===== src/sv/sfpc_pkg.sv =====
// ============================================================================
// sfpc_pkg
// Shared types, codes and fixed-point helpers for the scope front panel.
// ============================================================================
package sfpc_pkg;

    // Adjust mode codes
    localparam logic [1:0] MODE_TIMEBASE = 2'd0;
    localparam logic [1:0] MODE_VOLT     = 2'd1;
    localparam logic [1:0] MODE_TRIGGER  = 2'd2;

    // Channel selection codes
    localparam logic [1:0] CHAN_ONE  = 2'd0;
    localparam logic [1:0] CHAN_TWO  = 2'd1;
    localparam logic [1:0] CHAN_BOTH = 2'd2;

    // Reset values of the parameter registers
    localparam logic [13:0] TIMEBASE_RESET = 14'd1000;
    localparam logic [13:0] VOLT_RESET     = 14'd1000;
    localparam logic [11:0] TRIGGER_RESET  = 12'd1650;

    // Pot mapping spans and offsets
    localparam logic [25:0] TIMEBASE_SPAN   = 26'd9900;
    localparam logic [25:0] VOLT_SPAN       = 26'd9500;
    localparam logic [25:0] POT_SPAN        = 26'd3300;
    localparam logic [13:0] TIMEBASE_OFFSET = 14'd100;
    localparam logic [13:0] VOLT_OFFSET     = 14'd500;
    localparam logic [12:0] FULL_SCALE      = 13'd4095;

    // Input transaction
    typedef struct packed {
        logic        mode_button_level;
        logic        channel_button_level;
        logic        run_button_level;
        logic [11:0] pot_sample;
    } in_t;

    // Result transaction
    typedef struct packed {
        logic [1:0]  adjust_mode;
        logic [1:0]  channel_select;
        logic        running;
        logic [13:0] timebase_us;
        logic [13:0] volt_scale_mv;
        logic [11:0] trigger_mv;
        logic [11:0] pot_mv;
    } out_t;

    // Mapped pot values for one sample
    typedef struct packed {
        logic [13:0] timebase_us;
        logic [13:0] volt_scale_mv;
        logic [11:0] pot_mv;
    } scale_t;

    // Exact floor(x / 4095) for x below 3 * 2^24, using 4095 = 4096 - 1:
    // fold the high part back in twice, then one compare-and-bump.
    function automatic logic [13:0] div4095(input logic [25:0] x);
        logic [13:0] q1;
        logic [13:0] r1;
        logic [1:0]  q2;
        logic [12:0] r2;
        logic        bump;
        q1   = x[25:12];
        r1   = {2'b00, x[11:0]} + q1;
        q2   = r1[13:12];
        r2   = {1'b0, r1[11:0]} + {11'd0, q2};
        bump = (r2 >= FULL_SCALE);
        return q1 + {12'd0, q2} + {13'd0, bump};
    endfunction

    // Advance a modulo-three selector
    function automatic logic [1:0] next_mod3(input logic [1:0] v);
        return (v >= 2'd2) ? 2'd0 : v + 2'd1;
    endfunction

endpackage


===== src/sv/sfpc_in_reg.sv =====
// ============================================================================
// sfpc_in_reg
// Input register: captures one poll transaction and holds it until the
// panel stage takes it.
// ============================================================================
module sfpc_in_reg (
    input  logic          aclk,
    input  logic          aresetn,
    input  logic          s_valid,
    output logic          s_ready,
    input  sfpc_pkg::in_t s_data,
    input  logic          take,
    output logic          hold_valid,
    output sfpc_pkg::in_t hold_data
);

    logic          valid_reg;
    logic          valid_next;
    sfpc_pkg::in_t data_reg;

    // Open the slot when empty or when its transaction moves on this cycle
    assign s_ready = !valid_reg || take;

    always_comb begin
        valid_next = valid_reg;
        if (s_ready) begin
            valid_next = s_valid;
        end
    end

    always_ff @(posedge aclk) begin
        if (!aresetn) begin
            valid_reg <= 1'b0;
        end else begin
            valid_reg <= valid_next;
        end
    end

    // Payload needs no reset
    always_ff @(posedge aclk) begin
        if (s_ready && s_valid) begin
            data_reg <= s_data;
        end
    end

    assign hold_valid = valid_reg;
    assign hold_data  = data_reg;

endmodule


===== src/sv/sfpc_scale.sv =====
// ============================================================================
// sfpc_scale
// Linear pot mappings: constant multiply, then exact divide by full scale.
// ============================================================================
module sfpc_scale (
    input  logic [11:0]      pot_sample,
    output sfpc_pkg::scale_t mapped
);

    logic [25:0] sample_wide;
    logic [13:0] tb_q;
    logic [13:0] volt_q;
    logic [13:0] pot_q;

    assign sample_wide = {14'd0, pot_sample};

    // Scale each span; products stay below 2^26
    assign tb_q   = sfpc_pkg::div4095(sample_wide * sfpc_pkg::TIMEBASE_SPAN);
    assign volt_q = sfpc_pkg::div4095(sample_wide * sfpc_pkg::VOLT_SPAN);
    assign pot_q  = sfpc_pkg::div4095(sample_wide * sfpc_pkg::POT_SPAN);

    assign mapped.timebase_us   = sfpc_pkg::TIMEBASE_OFFSET + tb_q;
    assign mapped.volt_scale_mv = sfpc_pkg::VOLT_OFFSET + volt_q;
    assign mapped.pot_mv        = pot_q[11:0];

endmodule


===== src/sv/sfpc_panel.sv =====
// ============================================================================
// sfpc_panel
// Panel state: button edge detection, mode/channel/run update, parameter
// registers and the result register.
// ============================================================================
module sfpc_panel (
    input  logic             aclk,
    input  logic             aresetn,
    input  logic             hold_valid,
    input  sfpc_pkg::in_t    hold_data,
    input  sfpc_pkg::scale_t mapped,
    output logic             take,
    output logic             m_valid,
    input  logic             m_ready,
    output sfpc_pkg::out_t   m_data
);

    logic [2:0]     prev_levels_reg;
    logic [1:0]     mode_reg;
    logic [1:0]     channel_reg;
    logic           run_reg;
    logic [13:0]    timebase_reg;
    logic [13:0]    volt_reg;
    logic [11:0]    trigger_reg;
    logic           out_valid_reg;
    sfpc_pkg::out_t out_reg;

    logic [1:0]     mode_next;
    logic [1:0]     channel_next;
    logic           run_next;
    logic [13:0]    timebase_next;
    logic [13:0]    volt_next;
    logic [11:0]    trigger_next;
    logic           out_valid_next;
    logic           mode_press;
    logic           channel_press;
    logic           run_press;

    // Advance when the result register is free or being drained
    assign take = hold_valid && (!out_valid_reg || m_ready);

    // Detect presses as falling edges of the active-low levels
    assign mode_press    = prev_levels_reg[0] && !hold_data.mode_button_level;
    assign channel_press = prev_levels_reg[1] && !hold_data.channel_button_level;
    assign run_press     = prev_levels_reg[2] && !hold_data.run_button_level;

    always_comb begin
        mode_next     = mode_press ? sfpc_pkg::next_mod3(mode_reg) : mode_reg;
        channel_next  = channel_press ? sfpc_pkg::next_mod3(channel_reg) : channel_reg;
        run_next      = run_reg ^ run_press;
        timebase_next = timebase_reg;
        volt_next     = volt_reg;
        trigger_next  = trigger_reg;
        // Route the pot to the parameter picked by the new mode
        unique case (mode_next)
            sfpc_pkg::MODE_TIMEBASE: begin
                timebase_next = mapped.timebase_us;
            end
            sfpc_pkg::MODE_VOLT: begin
                volt_next = mapped.volt_scale_mv;
            end
            sfpc_pkg::MODE_TRIGGER: begin
                trigger_next = mapped.pot_mv;
            end
            default: begin
            end
        endcase
    end

    always_comb begin
        out_valid_next = out_valid_reg;
        if (take) begin
            out_valid_next = 1'b1;
        end else if (m_ready) begin
            out_valid_next = 1'b0;
        end
    end

    // Update panel state once per transaction
    always_ff @(posedge aclk) begin
        if (!aresetn) begin
            prev_levels_reg <= 3'b111;
            mode_reg        <= sfpc_pkg::MODE_TIMEBASE;
            channel_reg     <= sfpc_pkg::CHAN_BOTH;
            run_reg         <= 1'b0;
            timebase_reg    <= sfpc_pkg::TIMEBASE_RESET;
            volt_reg        <= sfpc_pkg::VOLT_RESET;
            trigger_reg     <= sfpc_pkg::TRIGGER_RESET;
            out_valid_reg   <= 1'b0;
        end else begin
            out_valid_reg <= out_valid_next;
            if (take) begin
                prev_levels_reg <= {hold_data.run_button_level,
                                    hold_data.channel_button_level,
                                    hold_data.mode_button_level};
                mode_reg        <= mode_next;
                channel_reg     <= channel_next;
                run_reg         <= run_next;
                timebase_reg    <= timebase_next;
                volt_reg        <= volt_next;
                trigger_reg     <= trigger_next;
            end
        end
    end

    // Load the result register; hold it while stalled
    always_ff @(posedge aclk) begin
        if (take) begin
            out_reg.adjust_mode    <= mode_next;
            out_reg.channel_select <= channel_next;
            out_reg.running        <= run_next;
            out_reg.timebase_us    <= timebase_next;
            out_reg.volt_scale_mv  <= volt_next;
            out_reg.trigger_mv     <= trigger_next;
            out_reg.pot_mv         <= mapped.pot_mv;
        end
    end

    assign m_valid = out_valid_reg;
    assign m_data  = out_reg;

endmodule


===== src/sv/scope_front_panel_control.sv =====
// ============================================================================
// scope_front_panel_control
// Front panel poll handler: button edges, modes and pot-mapped parameters.
// ============================================================================
// Usage:
//   s_valid/s_ready/s_data carry one panel poll: three active-low button
//   levels and a 12-bit pot sample. m_valid/m_ready/m_data return exactly
//   one result per poll: mode, channel selection, run flag, the three
//   parameter registers and the current pot voltage.
//   Between input acceptance and m_valid lie the input register, which
//   captures the poll when it is accepted, and the result register, which
//   loads when the panel stage takes it. Throughput is one transaction per
//   cycle while m_ready stays high; the figure is set by the combinational
//   edge/scale logic between the two registers, which carries the panel
//   state from one poll to the next.
//   Reset (aresetn low at a clock edge) empties both registers, marks all
//   buttons released, selects timebase mode and both channels, stops
//   acquisition and loads timebase 1000 us, scale 1000 mV, trigger 1650 mV.
//   When the receiver stalls, the result holds and one more poll is
//   captured in the input register; s_ready then drops until m_ready
//   returns. No transaction is lost or repeated.
// ============================================================================
module scope_front_panel_control (
    input  logic           aclk,
    input  logic           aresetn,
    input  logic           s_valid,
    output logic           s_ready,
    input  sfpc_pkg::in_t  s_data,
    output logic           m_valid,
    input  logic           m_ready,
    output sfpc_pkg::out_t m_data
);

    logic             take;
    logic             hold_valid;
    sfpc_pkg::in_t    hold_data;
    sfpc_pkg::scale_t mapped;

    sfpc_in_reg u_in_reg (
        .aclk       (aclk),
        .aresetn    (aresetn),
        .s_valid    (s_valid),
        .s_ready    (s_ready),
        .s_data     (s_data),
        .take       (take),
        .hold_valid (hold_valid),
        .hold_data  (hold_data)
    );

    sfpc_scale u_scale (
        .pot_sample (hold_data.pot_sample),
        .mapped     (mapped)
    );

    sfpc_panel u_panel (
        .aclk       (aclk),
        .aresetn    (aresetn),
        .hold_valid (hold_valid),
        .hold_data  (hold_data),
        .mapped     (mapped),
        .take       (take),
        .m_valid    (m_valid),
        .m_ready    (m_ready),
        .m_data     (m_data)
    );

endmodule


===== config.mk =====
export PLATFORM = sky130hd
export DESIGN_NAME = scope_front_panel_control
export DESIGN_NICKNAME = d
export VERILOG_FILES = /design/src/sv/sfpc_pkg.sv /design/src/sv/sfpc_in_reg.sv /design/src/sv/sfpc_scale.sv /design/src/sv/sfpc_panel.sv /design/src/sv/scope_front_panel_control.sv
export SDC_FILE = /design/constraint.sdc
export NUM_CORES = 1
export LEC_CHECK = 0
export BUFFER_PORTS_ARGS = -buffer_cell sky130_fd_sc_hd__buf_2
export CORE_UTILIZATION = 50
export CTS_CLUSTER_SIZE = 25
export DETAILED_ROUTE_END_ITERATION = 16
export GPL_TIMING_DRIVEN = 0
export HOLD_SLACK_MARGIN = 0.03
export PLACE_DENSITY = 0.67
export SYNTH_ARGS = -nofsm -noshare
export SYNTH_HDL_FRONTEND = slang
export SYNTH_HIERARCHICAL = 1
export SYNTH_SLANG_ARGS = --single-unit
export TNS_END_PERCENT = 100

===== constraint.sdc =====
create_clock -name aclk -period 19.75 [get_ports aclk]
set_input_delay 1.975 -clock aclk [delete_from_list [all_inputs] [get_ports aclk]]
set_output_delay 1.975 -clock aclk [all_outputs]
set_load 0.02 [all_outputs]

Yosys cells after proc, flatten, opt, wreduce, memory -nomap -nowiden
Cells that the tools add are included.
{ "totals": {"ff_bits": 122, "input_bits": 19, "output_inout_bits": 59} }
{ "op_classes": {"addsub": 16, "n_mul": 3, "order_cmp": 5, "eq_ne": 2, "muxes": 9, "bitwise": 1, "n_reduce_logical": 14} }
{ "ops": {"columns": ["operator", "count"], "rows": [
  ["multiplier 12 x 12 -> 24 bit, second input constant", 2],
  ["adder 12 x 14 -> 14 bit", 3],
  ["adder 12 x 2 -> 13 bit", 3],
  ["greater-or-equal comparator 13 x 12 -> 1 bit, second input constant", 3],
  ["adder 14 x 1 -> 14 bit", 2],
  ["adder 14 x 2 -> 14 bit", 2],
  ["two-way mux 14 bit", 2],
  ["multiplier 12 x 10 -> 22 bit, second input constant", 1],
  ["adder 7 x 14 -> 14 bit, first input constant", 1],
  ["adder 9 x 14 -> 14 bit, first input constant", 1],
  ["adder 12 x 1 -> 12 bit", 1],
  ["adder 12 x 2 -> 12 bit", 1],
  ["two-way mux 12 bit", 1],
  ["two-way mux 2 bit", 4],
  ["logical AND 1 bit", 5],
  ["logical NOT 1 bit", 5],
  ["adder 2 x 1 -> 2 bit, second input constant", 2],
  ["greater-or-equal comparator 2 bit, second input constant", 2],
  ["== test 2 x 1 -> 1 bit, second input constant", 1],
  ["== test 2 bit, second input constant", 1],
  ["logical NOT 2 bit", 1],
  ["logical OR 1 bit", 2],
  ["two-way mux 1 bit", 2],
  ["nonzero test 2 bit", 1],
  ["XOR 1 bit", 1]
]} }

Longest topological paths before layout
{ "logic_depth": {"word_depth": 7, "mapped_depth": 45, "depth_no_buf": 45} }

By module
Netlist, hierarchy kept.
{ "modules_own_cells": {"columns": ["mod", "instances", "cells_per_inst", "area_each_um2"], "rows": [
  ["sfpc_scale", 1, 1167, 9898.2],
  ["sfpc_panel", 1, 346, 4331.7],
  ["sfpc_in_reg", 1, 20, 508.0]
]} }

Least setup slack after synthesis
No wires, ideal clock.
{ "synth_timing": {"path_kind": "flip-flop to flip-flop", "startpoint": "reg u_in_reg.data_reg (netlist bit u_in_reg/hold_data[9])", "endpoint": "reg u_panel.out_reg (netlist bit u_panel/m_data[50]) (data pin)", "setup_time_ns": 0.260, "arrival_time_ns": 9.794, "required_ns": 19.490, "path_slack_ns": 9.696, "path_stages_with_launch": 38, "synth_period_minus_slack_ns": 10.054, "path_cell_list": "edfxtp_1 > ha_1 > inv_1 > fa_1 > fa_1 > inv_1 > fa_1 > inv_1 > fa_1 > inv_1 > ha_1 > a21oi_1 > o21ai_1 > a2111oi_0 > nor2_1 > xor2_1 > ha_1 > o21ai_0 > [... 2 more ...] > a41o_1 > nor4_1 > maj3_1 > o31ai_1 > xnor2_1 > fa_1 > nand2b_1 > o41ai_1 > nand2_1 > a2111oi_0 > o2111ai_1 > fa_1 > fa_1 > a211oi_1 > nor3_1 > nor4_1 > xnor2_1 > mux2_2"} }
{ "synth_lines": {"columns": ["item", "line_no", "text"], "rows": [
  ["from (decl)", "sfpc_in_reg.sv:19", "sfpc_pkg::in_t data_reg;"],
  ["from (signal assigned)", "sfpc_in_reg.sv:42", "data_reg <= s_data;"],
  ["to (decl)", "sfpc_panel.sv:26", "sfpc_pkg::out_t out_reg;"]
]} }

==> summary.txt <==
status - finished clean
Synth Register Bits - 122
slew of the pin with the lowest slew margin - 1.00 ns
total of max-cap violations - 0
Synth cell types - 91
mapped cell area - 0.0147 mm2
Antenna Nets Post-Route - 0
Critical Path Start Type - register
Peak Freq - 0.0843 GHz
Placed Area - 0.0156 mm2
Synth top area share - 20.6%
port bufs - 77
global placer's final weighted congestion - 0.921
Core Area - 0.0289 mm2
Avg Inst Size Synth - 9.61 um2
grt total ovfl - 0
drt pass-1 iters - 5
Via Count - 11141
clk_skew - 0.0122 ns
setup_tns - 0 ns
Num CTS Buffers - 17
CP endpoint kind - register
htree depth - 4
final core area utilization - 56.3%
initial drt markers - 745
Final Hold Fails - 0
hold_buf cts - 0
Max FO, Critical Path - 13
FP Rows - 62
reg2reg end - u_panel/m_data[50]
Total Routing Usage GR - 23.1%
Slew headroom - 33.0%
TritonCTS clock tree - done
fin crit share - 60.1%
slowest CP cell - edfxtp_1
Min-Delay Path Depth - 2
I/O pins - 78
R2R setup slack - 7.88 ns
# DRC - 0
layout cells sized above 1 - 10.6%
Yosys top cell by area - ha_1
PostCTS Resize Cnt - 0
Top FF cell, synth - edfxtp_1
die height - 174 um
Worst-Skew Late Latency - 0.43 ns
post-detailed-placement half-perimeter wirelength - 27.9 mm
WL/cell - 16.8 um
first-pass GRT wire length - 55.1 mm
Hold Path Origin - u_panel/trigger_reg[2]
Critical Path Start - u_in_reg/hold_data[0]
Reg2Reg Depth - 38
Worst path max stage delay - 1.01 ns
cell with the most instances after synthesis - inv_1
RSZ-0062 raised after global routing - false
largest net degree at the start of global routing - 42
Mapped Cells - 1533
pins over their slew limit - 0
Final Setup Violations - 0
Post-synth top cells - inv_1, ha_1, fa_1, nand2_1, edfxtp_1
Clock Path Buffers - 2
Initial Util - 51.1%
Yosys warning total - 6
register area share after synthesis - 21.5%
nets@finish - 2003
DRT Wirelength - 34.0 mm
max FFs per register - 57
Synth async-reset ratio - 0%
Clk pin slew, worst setup/hold paths - 0.06 ns
number of global-route vias before repair - 10808
Die ar. - 0.0302 mm2
most used cell, CP - fa_1
critical path class - reg2reg
CP Capture Point - u_panel/m_data[50]
r2r startpoint - u_in_reg/hold_data[0]
initial antenna violation count - 0
vias per cell - 5.50
WP data required - 19.92 ns
final non-filler cell area - 0.0163 mm2
Synth area leaders - ha_1, fa_1, edfxtp_1
EDFF count, synth - 72
TritonCTS Sinks - 122
Final min period - 11.87 ns
Syn-to-layout area delta - 10.3%
width of the chip - 174 um
Root Driver - clkbuf_16
post-CTS setup buffers - 0
# diodes - 0
Hold Crit Class - reg2reg
Syn Nets - 1906
CP arrival - 12.04 ns
==> cell usage in the layout (no fill, tap or decap), types with 25 or more instances in the layout <==
master,count
mux2i_1,35
nand3_1,25
o21ai_0,53
nor3_1,26
edfxtp_1,72
dfxtp_1,50
xor2_1,38
nor2b_1,28
buf_2,82
nor2_1,62
xnor2_1,64
nand2_1,99
fa_1,111
a21oi_1,53
inv_1,267
ha_1,243
a21o_1,28
==> metal layers <==
layer / share of wire [%] / GRT usage [%] / vias up
li1: - / - / 5481
met1: 47 / 31.0 / 5325
met2: 47 / 38.6 / 293
met3: 3.9 / 2.43 / 42
met4: 2.6 / 7.97 / 0
met5: 0 / 0 / -
==> cell type report <==
| cell class | instances | area, um2 |
|---|---|---|
| plain buffers | 24 | 130 |
| flip-flops and latches | 122 | 3160 |
| fillers | 2519 | 12600 |
| clock inverters | 13 | 165 |
| well taps | 384 | 480 |
| inverters | 268 | 1010 |
| clock buffers | 19 | 464 |
| repair buffers | 78 | 405 |
| multi-input cells | 1119 | 10400 |
==> worst max-delay path: cells and delay by family, from the launching register on <==
family,cells,cell delay [ns]
buffers and inverters,3,0.17
adders and majority gates,11,4.61
and+or+nand+nor,6,1.34
xor gates and xnor gates,4,1.09
muxes,1,0.30
AOI/OAI and AO/OA,13,3.08
DFF,1,1.01
==> worst min path at each step <==
| stage | end | slack [ns] |
|---|---|---|
| finish | u_panel/trigger_reg[2] | 0.46 |
| floorplan | u_panel/timebase_reg[11] | 0.43 |
| CTS | u_panel/volt_reg[12] | 0.46 |
| global placement | u_panel/volt_reg[11] | 0.44 |
| global route | u_panel/volt_reg[10] | 0.47 |
| detailed placement | u_panel/trigger_reg[0] | 0.45 |
==> per-stage QoR <==
stage / setup slack (ns) / hold WS, ns / instances
2_1_floorplan: 9.70 / 0.431 / 1533
3_3_place_gp: 8.09 / 0.438 / 1994
3_5_place_dp: 8.02 / 0.449 / 1995
4_1_cts: 7.97 / 0.458 / 2027
5_1_grt: 6.84 / 0.473 / 2027
6_report: 7.88 / 0.461 / 2027
==> cell families after synthesis <==
family | synth area share, %
DFF | 21.5
AOI/OAI and AO/OA | 12.1
adders and majority gates | 35.8
muxes | 5.20
xor gates and xnor gates | 6.06
buffers and inverters | 7.71
and+or+nand+nor | 11.7
Power is not shown: default switching activity piles up to over one toggle a cycle in this logic, so the estimate is an artifact.
